===== src/hw/rtl/scwrl_pkg.sv =====
// Shared constants, codes and types for the shared-credit write rate limiter.
package scwrl_pkg;

	localparam int MAX_CLIENTS_DEF = 64;

	localparam int CMD_W    = 2;
	localparam int CLIENT_W = 6;
	localparam int NOW_W    = 48;
	localparam int TMO_W    = 32;
	localparam int OCRED_W  = 31;
	localparam int CFG_W    = 30;
	localparam int CFGI_W   = 3;
	localparam int LIVE_W   = 7;
	localparam int CRED_W   = 34;
	localparam int MEMC_W   = 32;
	localparam int EL_W     = 30;
	localparam int COST_W   = 20;

	localparam int DIV_N_W  = 60;
	localparam int DIV_D_W  = 30;
	localparam int DIV_C_W  = 6;

	localparam int IN_DATA_W  = 88;
	localparam int OUT_DATA_W = 96;

	localparam logic [CMD_W-1:0] CMD_OPEN   = 2'd0;
	localparam logic [CMD_W-1:0] CMD_CLOSE  = 2'd1;
	localparam logic [CMD_W-1:0] CMD_CHARGE = 2'd2;
	localparam logic [CMD_W-1:0] CMD_QUERY  = 2'd3;

	localparam logic [CFGI_W-1:0] CFG_WRITE_COST   = 3'd0;
	localparam logic [CFGI_W-1:0] CFG_REFILL_RATE  = 3'd1;
	localparam logic [CFGI_W-1:0] CFG_CLIENT_BURST = 3'd2;
	localparam logic [CFGI_W-1:0] CFG_GLOBAL_BURST = 3'd3;
	localparam logic [CFGI_W-1:0] CFG_FLOOR        = 3'd4;
	localparam logic [CFGI_W-1:0] CFG_CEILING      = 3'd5;

	localparam logic [LIVE_W-1:0] LIVE_CAP    = 7'd127;
	localparam logic [EL_W-1:0]   ELAPSED_CAP = 30'd1000000000;
	localparam logic [9:0]        MS_PER_S    = 10'd1000;
	localparam logic [TMO_W-1:0]  WAKE_CAP    = 32'h7FFF_FFFF;

	typedef logic signed [CRED_W-1:0] cred_t;

	localparam cred_t CREDIT_LOW = -34'sd1073741824;

endpackage


===== src/hw/rtl/scwrl_div.sv =====
// Shared restoring divider, one quotient bit per cycle.
module scwrl_div (
	input  logic                            clk,
	input  logic                            arst_n,
	input  logic                            start,
	input  logic [scwrl_pkg::DIV_N_W-1:0]   dividend,
	input  logic [scwrl_pkg::DIV_D_W-1:0]   divisor,
	output logic                            done,
	output logic [scwrl_pkg::DIV_N_W-1:0]   quotient
);
	import scwrl_pkg::*;

	logic               busy_q;
	logic [DIV_C_W-1:0] cnt_q;
	logic [DIV_D_W-1:0] rem_q;
	logic [DIV_D_W-1:0] dvs_q;
	logic [DIV_N_W-1:0] quo_q;
	logic [DIV_D_W:0]   rem_sh;
	logic [DIV_D_W:0]   diff;
	logic               take;

	assign rem_sh = {rem_q, quo_q[DIV_N_W-1]};
	assign diff   = rem_sh - {1'b0, dvs_q};
	assign take   = rem_sh >= {1'b0, dvs_q};
	assign done   = busy_q && (cnt_q == DIV_C_W'(1));
	assign quotient = quo_q;

	always_ff @(posedge clk or negedge arst_n) begin
		if (!arst_n) begin
			busy_q <= 1'b0;
			cnt_q  <= '0;
		end else if (start) begin
			busy_q <= 1'b1;
			cnt_q  <= DIV_C_W'(DIV_N_W);
		end else if (busy_q) begin
			cnt_q <= cnt_q - DIV_C_W'(1);
			if (cnt_q == DIV_C_W'(1))
				busy_q <= 1'b0;
		end
	end

	always_ff @(posedge clk) begin
		if (start) begin
			rem_q <= '0;
			dvs_q <= divisor;
			quo_q <= dividend;
		end else if (busy_q) begin
			rem_q <= take ? diff[DIV_D_W-1:0] : rem_sh[DIV_D_W-1:0];
			quo_q <= {quo_q[DIV_N_W-2:0], take};
		end
	end

endmodule


===== config.mk =====
export PLATFORM = sky130hd
export DESIGN_NAME = scwrl_div
export DESIGN_NICKNAME = d
export VERILOG_FILES = /design/src/hw/rtl/scwrl_pkg.sv /design/src/hw/rtl/scwrl_div.sv
export SDC_FILE = /design/constraint.sdc
export NUM_CORES = 1
export LEC_CHECK = 0
export ABC_AREA = 1
export ABC_CLOCK_PERIOD_IN_PS = 4350
export BUFFER_PORTS_ARGS = -buffer_cell sky130_fd_sc_hd__buf_2
export CORE_MARGIN = 4
export CORE_UTILIZATION = 50
export CTS_BUF_LIST = sky130_fd_sc_hd__clkbuf_16
export DETAILED_ROUTE_END_ITERATION = 8
export PLACE_DENSITY = 0.86
export SKIP_LAST_GASP = 1
export SYNTH_ARGS = -nofsm -noshare
export SYNTH_HDL_FRONTEND = slang
export SYNTH_SLANG_ARGS = --single-unit
export TNS_END_PERCENT = 20

===== constraint.sdc =====
create_clock -name clk -period 4.35 [get_ports clk]
set_input_delay 0.6525 -clock clk [delete_from_list [all_inputs] [get_ports clk]]
set_output_delay 0.6525 -clock clk [all_outputs]
set_load 0.02 [all_outputs]

=== Yosys cells after proc, flatten, opt, wreduce, memory -nomap -nowiden ===
Cells that the tools add are included.

* Register bits after elaboration: 127
* Logic and storage cells: 19

* Add/sub/neg operators: 2
* $lt $le $gt $ge: 1
* Equality and inequality tests: 1
* Muxes and demuxes: 8
* Reduce and logical (&&, ||, !) cells: 2

{| class="wikitable"
|+ Operators with widths
! cell !! number
|-
| 60-bit 2-to-1 mux || 2
|-
| 31-bit by 30-bit >= comparator with 1-bit output || 1
|-
| 30-bit 2-to-1 mux || 1
|-
| 30-bit subtractor || 1
|-
| 6-bit 2-to-1 mux || 2
|-
| 6-bit by 1-bit == test with 1-bit output (second input constant) || 1
|-
| 6-bit by 1-bit subtractor with 6-bit output (second input constant) || 1
|-
| 1-bit 2-to-1 mux || 3
|-
| 2-bit nonzero test || 1
|-
| 1-bit logical AND || 1
|}

=== Longest topological paths before layout ===
Gate-level depths: netlist of the first run.

* Word-level depth: 4
* Gate-level depth with buffers: 17

=== Least setup slack after synthesis of the first run ===
No wires, ideal clock.

* Kind: input -> register
* Start: input port start
* End: register quo_q[0], in the netlist quotient[0], enable pin
* Setup time: 0.447 ns
* Arrival: 2.892 ns
* Path slack: 1.011 ns
* Stages on the path: 4
* Path buffers: 2
* Path through: clkbuf_1 -> nor2_1 -> inv_1 -> clkbuf_1

* Word-level cells in the longest chain between the ends: 1

{| class="wikitable"
|+ RTL lines
! item !! RTL line !! text
|-
| start, declared || scwrl_div.sv:5 || <nowiki>input logic start,</nowiki>
|-
| 2-bit nonzero test (no source line) || -- ||
|-
| end signal, assigned || scwrl_div.sv:46 || <nowiki>quo_q <= dividend;</nowiki>
|-
| end signal, assigned || scwrl_div.sv:49 || <nowiki>quo_q <= {quo_q[DIV_N_W-2:0], take};</nowiki>
|-
| end, declared || scwrl_div.sv:17 || <nowiki>logic [DIV_N_W-1:0] quo_q;</nowiki>
|}

Every way passes these cells.
A chain may end at the register's enable or synchronous reset.

=== Worst setup path after layout of the first run ===
* Start: register dvs_q[21]
* End: register rem_q[15]

* Word-level cells in the longest chain between the ends: 2

{| class="wikitable"
|+ RTL lines
! item !! RTL line !! text
|-
| start, declared || scwrl_div.sv:16 || <nowiki>logic [DIV_D_W-1:0] dvs_q;</nowiki>
|-
| start signal, assigned || scwrl_div.sv:45 || <nowiki>dvs_q <= divisor;</nowiki>
|-
| 31-bit by 30-bit >= comparator with 1-bit output || scwrl_div.sv:24 || <nowiki>assign take = rem_sh >= {1'b0, dvs_q};</nowiki>
|-
| 30-bit 2-to-1 mux || scwrl_div.sv:48 || <nowiki>rem_q <= take ? diff[DIV_D_W-1:0] : rem_sh[DIV_D_W-1:0];</nowiki>
|-
| end signal, assigned || scwrl_div.sv:48 ||
|-
| end, declared || scwrl_div.sv:15 || <nowiki>logic [DIV_D_W-1:0] rem_q;</nowiki>
|}

Every way passes these cells.

==> results of run 1 <==
-- layout by cell type, fill, tap and decap left out, drive strengths merged --
master / instances
a21oi: 22
a31oi: 1
and2: 4
and3: 1
buf: 157
bufinv: 2
clkbuf: 17
clkinv: 6
clkinvlp: 3
dfrtp: 7
dfxtp: 30
edfxtp: 90
fa: 1
ha: 33
inv: 159
nand2: 439
nand3: 73
nand3b: 6
nand4: 11
nor2: 81
nor3: 6
o211ai: 1
o21a: 1
o21ai: 19
o21bai: 4
o22ai: 1
or2: 3
xnor2: 11
xor2: 3
-- registers in the layout (all words and copies together), names as in the netlist --
name      cells
dvs_q        30
busy_q        1
rem_q        30
quotient     60
cnt_q         6
-- worst max-delay path, delay by kind of cell, from the launching register on --
family / cells / cell delay [ns]
AO/OA/AOI/OAI: 2 / 0.43
adder cells (fa/ha/maj): 1 / 0.28
buffers and inverters: 2 / 0.12
flip-flops: 1 / 0.38
AND/OR/NAND/NOR: 7 / 1.17
-- metrics by stage --
step,utilization,instances,worst slack (ns)
6_report,0.614,1376,1.83
2_1_floorplan,-,1028,1.01
3_3_place_gp,0.576,1344,1.97
5_1_grt,0.614,1376,1.61
3_5_place_dp,0.576,1344,1.89
4_1_cts,0.614,1376,1.87
-- area by class of cell --
cell class	count	area (um^2)	area share
clock inverters	15	131	0.0146
clock buffers	17	425	0.0472
flip-flops and latches	127	3480	0.386
repair buffers	157	811	0.0899
inverters	155	582	0.0645
well taps	184	230	0.0255
multi-input cells	721	3360	0.373
-- worst max path at each step --
stage	startpoint	end	slack, ns	cells after the start
2_1_floorplan	start	quotient[0]	1.01	4
3_3_place_gp	quotient[59]	rem_q[28]	1.97	16
3_5_place_dp	dvs_q[21]	rem_q[12]	1.89	12
4_1_cts	dvs_q[21]	rem_q[15]	1.87	12
5_1_grt	dvs_q[18]	rem_q[29]	1.61	12
6_report	dvs_q[21]	rem_q[15]	1.83	12
-- per-layer routing --
metal,vias to the layer above,global-route usage,wire (um)
met5,-,0,0
met4,0,0.0714,336
met3,28,0.0622,1680
met2,286,0.399,9750
met1,3124,0.320,8540
li1,3520,-,-
-- power groups by stage --
stage	sequential [W]	combinational, W	clock [W]
after floorplan	0.00171	0.00166	0
after global placement	0.00167	0.00213	0
after detailed placement	0.00167	0.00217	0
after CTS	0.00165	0.00219	0.00137
after global routing	0.00168	0.00252	0.00142
final	0.00165	0.00221	0.00136
-- logic make-up after synthesis --
| kind of cell | count (synthesis) | share of synthesized area |
|---|---|---|
| simple gates | 624 | 0.336 |
| buf+inv | 180 | 0.0955 |
| flops | 127 | 0.460 |
| compound gates | 49 | 0.0347 |
| fa+ha+maj | 34 | 0.0572 |
| xor+xnor | 14 | 0.0162 |
==> metrics.md, run 1 <==
| Metric | Value |
|---|---|
| Die footprint | 0.0172 mm^2 |
| Ys async rst share | 0.0551 |
| CTS tree | yes |
| Htree depth | 4 |
| Placed cell area | 0.00846 mm^2 |
| Post-DRT Antenna Nets | 0 |
| Synth cell count leaders | 434 x nand2_1, 155 x inv_1, 90 x edfxtp_1 |
| IO buf count | 153 |
| Area growth from synthesis to layout | 19.3% |
| Psw | roughly 0.0021 W |
| Hold buffer count at cts | 0 |
| Number of global-route vias before repair | 6,611 |
| WS Path Type | reg2reg |
| Setup TNS Final | 0 ns |
| R2r setup slk | 1.83 ns |
| Pint | 0.00311 W |
| Worst Skew | 0.00723 ns |
| Status | complete, no violations |
| Crit path capture type | register |
| Hold WC Path Type | in2async |
| Unrepaired setup endpoints after global routing | no |
| Mapped Cells | roughly 1,000 |
| Share of cells above drive strength 1 | 0.164 |
| # clock sinks | 127 |
| Post-Syn Area | between 0.007 and 0.008 mm^2 |
| Number of placed I/O pins | 154 |
| Max-cap violations | 0 |
| Worst path most repeated cell | nand2_1 |
| Arrival @ worst endpoint | 2.83 ns |
| Most used DFF post-synth | edfxtp_1 |
| GR Overflow Total | 0 |
| Max incr delay on CP | 0.45 ns |
| VDD IR-drop max | 0.306 mV |
| Top-count cell post-synth | nand2_1 |
| Vias | 6,958 |
| Synth unique cells | 32 |
| Initial antenna violation count | 0 |
| Final wirelength | 20,300 um |
| PD cells | ~580 mW/mm^2 |
| Measured slew at the worst slew-check pin | 1.08 ns |
| DIE HEIGHT | 131 um |
| Tmin final | approximately 2.5 ns |
| 1st-pass router iterations | 5 |
| CTS root buf | clkbuf_16 |
| WP data required | 4.67 ns |
| Die width | 131 um |
| Final-report max-slew violation count | 0 |
| Synth Area per Inst | 7.36 um^2 |
| Leading area contributor after synthesis | edfxtp_1 |
| Post-route cell area | 0.00902 mm^2 |
| Ranking of synthesized cells by area | edfxtp_1 36%, nand2_1 22%, dfxtp_1 7.9%, inv_1 7.7%, ha_1 5.5% |
| Worst hold margin | 0.0616 ns |
| Initial Utilization | 0.514 |
| P_leak | 4.85 nW |
| Postcts setup bufs | 0 |
| Nets | 1,306 |
| Clock insertion delay at the later pin of the skew report | 0.43 ns |
| Clock Power Share | 0.261 |
| CP max stage cell | nand3_4 |
| Post-CTS sizing | 0 |
| Worst-path clk slew | 0.06 ns |
| Vias per std cell | 5.06 |
| Hpwl dp | 14,800 um |
| Overall Power | between 0.005 and 0.006 W |
| Logic pwr share | 0.423 |
| Yosys reg bits | 127 |
| Achievable Freq | 0.397 GHz |
| Num rows | 44 |
| FF-to-FF End | rem_q[15] |
| R2R cell count | 12 |
| Worst-path cell chain | inv_1, ha_1, nand2_1, inv_1, a21oi_1, nand2_1, a21oi_1, nand3_4, nor2_1, nor2_1, nand2_1, nand2_1 |
| Num CTS Buffers | 17 |
| Fin. Hold Viols | 0 |
| Residual DRC count | 0 |
| Number of synthesized flops with an enable pin | 90 |
| Syn_nets | 1,155 |
| GPL Wtd Cong | between 1 and 1.5 |
| CP max FO | 46 |
| Register area share after synthesis | 0.460 |
| DRT iter0 DRCs | 576 |
| # diodes | 0 |
| Worst reg2reg startpoint | dvs_q[21] |
| Finish-stage setup viols | 0 |
| Slew headroom | 0.281 |
| Seq pwr share | 0.317 |
| CTS max path bufs | 2 |
| Top cell type's share of synthesized area | 0.357 |
| Ys Warns | 0 |
| Total Routing Usage GR | 0.243 |
| Filler Cell Count | 1,304 |
| Pin count of the biggest net entering global routing | 67 |
| DR WL/cell | 14.8 um |
| Final period utilization | 0.579 |
| Total core area | 0.0147 mm^2 |
| Switching Share | 0.404 |
| First-pass GRT wire length | 32,400 um |
| CP Launch Type | register |
(Power assumes the default switching activity.)
==> run 2: changes to the inputs <==
--- a/config.mk
+++ b/config.mk
@@ -6,13 +6,13 @@
 export NUM_CORES = 1
 export LEC_CHECK = 0
 export ABC_AREA = 1
-export ABC_CLOCK_PERIOD_IN_PS = 4350
+export ABC_CLOCK_PERIOD_IN_PS = 2200
 export BUFFER_PORTS_ARGS = -buffer_cell sky130_fd_sc_hd__buf_2
 export CORE_MARGIN = 4
 export CORE_UTILIZATION = 50
 export CTS_BUF_LIST = sky130_fd_sc_hd__clkbuf_16
 export DETAILED_ROUTE_END_ITERATION = 8
-export PLACE_DENSITY = 0.86
+export PLACE_DENSITY = 0.89
 export SKIP_LAST_GASP = 1
 export SYNTH_ARGS = -nofsm -noshare
 export SYNTH_HDL_FRONTEND = slang
==> constraint.sdc (replaced) <==
create_clock -name clk -period 2.2 [get_ports clk]
set_input_delay 0.33 -clock clk [delete_from_list [all_inputs] [get_ports clk]]
set_output_delay 0.33 -clock clk [all_outputs]
set_load 0.02 [all_outputs]
==> run 2 against run 1 <==
Non-clock buffer count rose by 35. Worst setup slack got worse by 1.8 ns. Utilization grew 4.8 points. Final cell count increased by 2.5%. Worst hold slack gained 0.011 ns. Sequential power up 100%. Die area stayed put. Clock skew is 0.0048 ns higher. Critical path depth increased by 1.
==> metrics.md, run 2 (synthesis gave the netlist of run 1 again) <==
| Metric | Value |
|---|---|
| Number of placed I/O pins | 154 (unchanged) |
| Max-cap violations | 0 (unchanged) |
| Total core area | 0.0147 mm^2 (unchanged) |
| Unrepaired setup endpoints after global routing | yes (was no) |
| Residual DRC count | 0 (unchanged) |
| Measured slew at the worst slew-check pin | 0.704 ns (was 1.08 ns) |
| Worst Skew | 0.0120 ns (was 0.00723 ns) |
| Placement Setup Slack | -0.0682 ns (was 1.89 ns) |
| # diodes | 0 (unchanged) |
| Number of flip-flops in the largest register | 60 (unchanged) |
| Hpwl dp | 15,900 um (was 14,800 um) |
| Final period utilization | 0.985 (was 0.579) |
| Layout Cells excl Fill | 1,411 (was 1,376) |
| Die width | 131 um (unchanged) |
| Vias | 7,275 (was 6,958) |
| Share of cells above drive strength 1 | 0.240 (was 0.164) |
| Htree depth | 4 (unchanged) |
| Crit path capture type | register (unchanged) |
| Final Core Density | 0.661 (was 0.614) |
| Initial Utilization | 0.514 (unchanged) |
| P_leak | 5.05 nW (was 4.85 nW) |
| Worst-path clk slew | 0.06 ns (about the same) |
| IO buf count | 153 (unchanged) |
| # clock sinks | 127 (unchanged) |
| Area growth from synthesis to layout | 28.6% (was 19.3%) |
| VDD IR-drop max | 0.680 mV (was 0.306 mV) |
| Hold WC Path Type | in2reg (was in2async) |
| Slew headroom | 0.530 (was 0.281) |
| CTS max path bufs | 2 (unchanged) |
| Clock insertion delay at the later pin of the skew report | 0.43 ns (about the same) |
| Post-DRT Antenna Nets | 0 (unchanged) |
| Pin count of the biggest net entering global routing | 60 (was 67) |
| Num rows | 44 (unchanged) |
| DR WL/cell | 15.1 um (was 14.8 um) |
| GR Overflow Total | 0 (unchanged) |
| CTS root buf | clkbuf_16 (unchanged) |
| GPL Wtd Cong | 0.981 (was 1.02) |
| Max incr delay on CP | 0.37 ns (was 0.45 ns) |
| Total Routing Usage GR | 0.247 (was 0.243) |
| Status | complete, no violations (unchanged) |
| First-pass GRT wire length | 32,600 um (was 32,400 um) |
| Placed Instances | 1,373 (was 1,344) |
| Arrival @ worst endpoint | 2.48 ns (was 2.83 ns) |
| Fin. Hold Viols | 0 (unchanged) |
| Vias per std cell | 5.16 (was 5.06) |
| Number of global-route vias before repair | 6,828 (was 6,611) |
| CP max FO | 16 (was 46) |
| Num CTS Buffers | 17 (unchanged) |
| WP data required | 2.51 ns (was 4.67 ns) |
| Setup ws final | 0.0331 ns (was 1.83 ns) |
| Final wirelength | 21,300 um (was 20,300 um) |
| DRT iter0 DRCs | 483 (was 576) |
| Worst path most repeated cell | nand2_1 (unchanged) |
| Most frequent cells in the layout | 416 x nand2_1, 152 x buf_2, 151 x inv_1 (was 434 x nand2_1, 156 x inv_1, 152 x buf_2) |
| Initial antenna violation count | 1 (was 0) |
| CP max stage cell | edfxtp_1 (was nand3_4) |
| Tmin final | 2.17 ns (was 2.52 ns) |
| CP Launch Type | register (unchanged) |
| Achievable Freq | 0.461 GHz (was 0.397 GHz) |
| Die footprint | 0.0172 mm^2 (unchanged) |
| 1st-pass router iterations | 7 (was 5) |
| CTS tree | yes (unchanged) |
| Finish-stage setup viols | 0 (unchanged) |
| Most common cell after layout, fill and taps aside | nand2_1 (unchanged) |
| Final-report max-slew violation count | 0 (unchanged) |
| PD cells | 1180 mW/mm^2 (was 579 mW/mm^2) |
| Worst hold margin | 0.0730 ns (was 0.0616 ns) |
| WS Path Type | reg2reg (unchanged) |
| Nets | 1,341 (was 1,306) |
| Filler Cell Count | 1,224 (was 1,304) |
| DIE HEIGHT | 131 um (unchanged) |
| Worst-path cell chain | inv_1, ha_1, nand2_2, inv_1, a21oi_2, nand2_1, a21oi_2, nand3_4, buf_12, nor2_1, nor2_1, nand2_1, nand2_1 (was inv_1, ha_1, nand2_1, inv_1, a21oi_1, nand2_1, a21oi_1, nand3_4, nor2_1, nor2_1, nand2_1, nand2_1) |
[run 2: cell count changes in the layout (fill, tap and decap cells not counted), moves of 8 or more]
cell     before  now
nor2_1       78   70
ha_1         33   15
nand2_1     434  416
ha_4          0   18
a21oi_2       0    9
nand2_2       5   21
buf_4         4   32
a21oi_1      22   12
[run 2: critical path, delay by kind of cell, from the launching register on]
kind	cells	cell delay, ns
and+or+nand+nor	7	0.71
DFF	1	0.37
AOI/OAI and AO/OA	2	0.37
buffers and inverters	3	0.33
adders and majority gates	1	0.26
[run 2: final cells by class]
cell class	count	area (um^2)	share of cell area
multi-input cells	721	3730	0.384
clock buffers	17	425	0.0438
inverters	155	582	0.0598
well taps	184	230	0.0237
repair buffers	192	1150	0.118
flip-flops and latches	127	3480	0.358
clock inverters	15	121	0.0125
[run 2: timing repair]
action	CTS	global route
endpoints found under the setup margin	3	31
pin swaps	1	5
gates cloned	0	1
resized for setup	4	74
hold buffers	1	0
setup buffers	0	4
hold endpoints to repair	7	0
[run 2: layer usage]
layer / vias up / global-route usage / routed length (um) / part of all wire
met2: 318 / 0.417 / 10300 / 0.48
met4: 2 / 0.0853 / 623 / 0.029
met1: 3301 / 0.302 / 8490 / 0.40
li1: 3596 / - / - / -
met3: 58 / 0.0732 / 1850 / 0.087
met5: - / 0 / 17 / 0.00080
[run 2: metrics by stage]
stage          setup TNS, ns  power, W  area [um^2]
4_1_cts                    0    0.0108         9300
6_report                   0    0.0115         9720
3_3_place_gp         -0.0810   0.00803         8730
3_5_place_dp          -0.108   0.00812         8730
5_1_grt               -0.693    0.0123         9720
2_1_floorplan              0   0.00666         7560
[run 2: power breakdown]
part / total (W) / switching (W) / leakage (nW) / internal, W
combinational: 0.00558 / 0.00323 / 3.51 / 0.00235
clock: 0.00260 / 0.00106 / 0.269 / 0.00154
sequential: 0.00333 / 0.000335 / 1.27 / 0.00300
total: 0.0115 / 0.00463 / 5.05 / 0.00689
[run 2: path summary, 6_finish.rpt]
check	startpoint	slack [ns]	endpoint	cells after the start
hold / removal	divisor[13]	0.07	dvs_q[13]	1
max in group asynchronous	arst_n	1.78	cnt_q[0]	2
setup reg to reg	dvs_q[21]	0.03	rem_q[29]	13
min in group asynchronous	arst_n	0.27	cnt_q[2]	2
setup / recovery	dvs_q[21]	0.03	rem_q[29]	13
hold reg to reg	rem_q[18]	0.48	rem_q[18]	2
==> run 3: changes to the inputs <==
--- a/config.mk
+++ b/config.mk
@@ -12,7 +12,7 @@
 export CORE_UTILIZATION = 50
 export CTS_BUF_LIST = sky130_fd_sc_hd__clkbuf_16
 export DETAILED_ROUTE_END_ITERATION = 8
-export PLACE_DENSITY = 0.89
+export PLACE_DENSITY = 0.79
 export SKIP_LAST_GASP = 1
 export SYNTH_ARGS = -nofsm -noshare
 export SYNTH_HDL_FRONTEND = slang
==> run 3 against run 2 <==
Fmax grew 1.7%. Sequential share of layout area shrank 0.89 points. Routed wire length is 3.1% higher. Utilization is 1.7 points higher. Design area rose by 2.5%. Die area stayed put. Clock skew hardly changed. Critical endpoint is now rem_q[24]. Largest cell class unchanged. Largest power group unchanged.
==> metrics.md, run 3 (synthesis gave the netlist of run 1 again) <==
| Metric | Value |
|---|---|
| Most frequent cells in the layout | 420 x nand2_1, 152 x buf_2, 144 x inv_1 (was 416 x nand2_1, 152 x buf_2, 151 x inv_1) |
| Final wirelength | 22,000 um (was 21,300 um) |
| Clock insertion delay at the later pin of the skew report | 0.43 ns (about the same) |
| Vias per std cell | 5.05 (was 5.16) |
| Total Routing Usage GR | 0.250 (was 0.247) |
| CP max FO | 4 (was 16) |
| DIE HEIGHT | 131 um (unchanged) |
| Status | complete, no violations (unchanged) |
| Overall Power | 0.0118 W (was 0.0115 W) |
| Arrival @ worst endpoint | 2.45 ns (was 2.48 ns) |
| Die footprint | 0.0172 mm^2 (unchanged) |
| VDD IR-drop max | 0.746 mV (was 0.680 mV) |
| 1st-pass router iterations | 7 (unchanged) |
| Die width | 131 um (unchanged) |
| Hold WC Path Type | in2reg (unchanged) |
| Worst-path clk slew | 0.06 ns (about the same) |
| Multi-input gate area | 0.00382 mm^2 (was 0.00373 mm^2) |
| Crit path capture type | register (unchanged) |
| Max-cap violations | 0 (unchanged) |
| Pin count of the biggest net entering global routing | 91 (was 60) |
| CP Launch Type | register (unchanged) |
| Post-DRT Antenna Nets | 0 (unchanged) |
| Highest Signal Layer | met4 (was met5) |
| Fin. Hold Viols | 0 (unchanged) |
| Post-route cell area | 0.00997 mm^2 (was 0.00972 mm^2) |
| Unrepaired setup endpoints after global routing | yes (unchanged) |
| Total core area | 0.0147 mm^2 (unchanged) |
| Placed cell area | 0.00882 mm^2 (was 0.00873 mm^2) |
| GPL Wtd Cong | 0.944 (was 0.981) |
| DR WL met2 | 10,600 um (was 10,300 um) |
| CTS tree | yes (unchanged) |
| P_leak | 5.14 nW (was 5.05 nW) |
| CTS max path bufs | 2 (unchanged) |
| Area growth from synthesis to layout | 31.8% (was 28.6%) |
| DR WL/cell | 15.4 um (was 15.1 um) |
| Hpwl dp | 16,300 um (was 15,900 um) |
| # clock sinks | 127 (unchanged) |
| Vias | 7,211 (was 7,275) |
| Number of flip-flops in the largest register | 60 (unchanged) |
| Measured slew at the worst slew-check pin | 0.627 ns (was 0.704 ns) |
| Number of placed I/O pins | 154 (unchanged) |
| DR WL met3 | 1670 um (was 1850 um) |
| Initial Utilization | 0.514 (unchanged) |
| Most common cell after layout, fill and taps aside | nand2_1 (unchanged) |
| Residual DRC count | 0 (unchanged) |
| Finish-stage setup viols | 0 (unchanged) |
| GR Overflow Total | 0 (unchanged) |
| Htree depth | 4 (unchanged) |
| WP data required | 2.51 ns (about the same) |
| Final-report max-slew violation count | 0 (unchanged) |
| First-pass GRT wire length | 33,200 um (was 32,600 um) |
| Num rows | 44 (unchanged) |
| Initial antenna violation count | 0 (was 1) |
| Achievable Freq | 0.469 GHz (was 0.461 GHz) |
| Final period utilization | 0.969 (was 0.985) |
| Share of cells above drive strength 1 | 0.260 (was 0.240) |
| CTS root buf | clkbuf_16 (unchanged) |
| Filler Cell Count | 1,234 (was 1,224) |
| Worst Skew | 0.0118 ns (was 0.0120 ns) |
| IO buf count | 153 (unchanged) |
| FF+latch area | 0.00348 mm^2 (unchanged) |
| Num CTS Buffers | 17 (unchanged) |
| Slew headroom | 0.581 (was 0.530) |
| Nets | 1,358 (was 1,341) |
| WS Path Type | reg2reg (unchanged) |
| Number of global-route vias before repair | 6,783 (was 6,828) |
| DRT iter0 DRCs | 466 (was 483) |
| PD cells | 1190 mW/mm^2 (was 1180 mW/mm^2) |
| Wl on met1 | 9170 um (was 8490 um) |
| Tmin final | 2.13 ns (was 2.17 ns) |
==> run 3: metrics by stage <==
step | hold slack (ns) | worst slack (ns) | cells | setup TNS (ns) | util
after floorplan | 0.0344 | 0.116 | 1028 | 0 | -
after global placement | 0.169 | -0.0277 | 1380 | -0.267 | 0.600
after detailed placement | 0.167 | -0.115 | 1380 | -0.724 | 0.600
after CTS | 0.0643 | -0.0400 | 1414 | -0.0563 | 0.640
after global routing | 0.0588 | -0.0668 | 1428 | -0.704 | 0.678
final | 0.0759 | 0.0688 | 1429 | 0 | 0.678
==> run 3: timing repair <==
action | 4_1_cts | 5_1_grt
hold buffers | 1 | 0
endpoints found under the hold margin | 7 | 0
resized for setup | 3 | 87
pin swaps | 1 | 16
endpoints found under the setup margin | 20 | 31
setup buffers | 1 | 14
==> run 3: final cells by class <==
cell class / instances / area share
Clock inverter: 15 / 0.0120
Inverter: 155 / 0.0584
Sequential cell: 127 / 0.349
Multi-Input combinational cell: 721 / 0.383
Timing Repair Buffer: 209 / 0.132
Antenna cell: 1 / 0.000251
Tap cell: 184 / 0.0231
Clock buffer: 17 / 0.0427
==> run 3: worst max-delay path, stage by stage (launching register included) <==
cell      delay, ns
edfxtp_1       0.40
inv_2          0.09
ha_1           0.14
inv_1          0.05
fa_2           0.34
nand2_1        0.10
nand3_2        0.09
nand3_1        0.10
nand2_2        0.10
buf_4          0.17
nand2_1        0.11
nand3_1        0.09
nand2_1        0.07
nand3_1        0.06
nand2_1        0.08
nand2_1        0.05
==> run 3: worst paths after layout <==
kind,from,end,slack (ns),cells after the start
max reg2reg,quotient[59],rem_q[24],0.07,15
min in group asynchronous,arst_n,cnt_q[5],0.27,2
min reg2reg,rem_q[26],rem_q[26],0.49,2
max,quotient[59],rem_q[24],0.07,15
min,divisor[7],dvs_q[7],0.08,1
max in group asynchronous,arst_n,cnt_q[2],1.78,2
==> run 3: layer usage <==
metal  global-route usage  up-vias
met1                0.312     3280
met5                    0        -
met2                0.420      254
met4               0.0799        0
li1                     -     3637
met3               0.0732       40
==> run 3: report_power, final <==
group          switching (W)  internal [W]
registers           0.000362       0.00300
logic                0.00332       0.00255
clock network        0.00107       0.00154
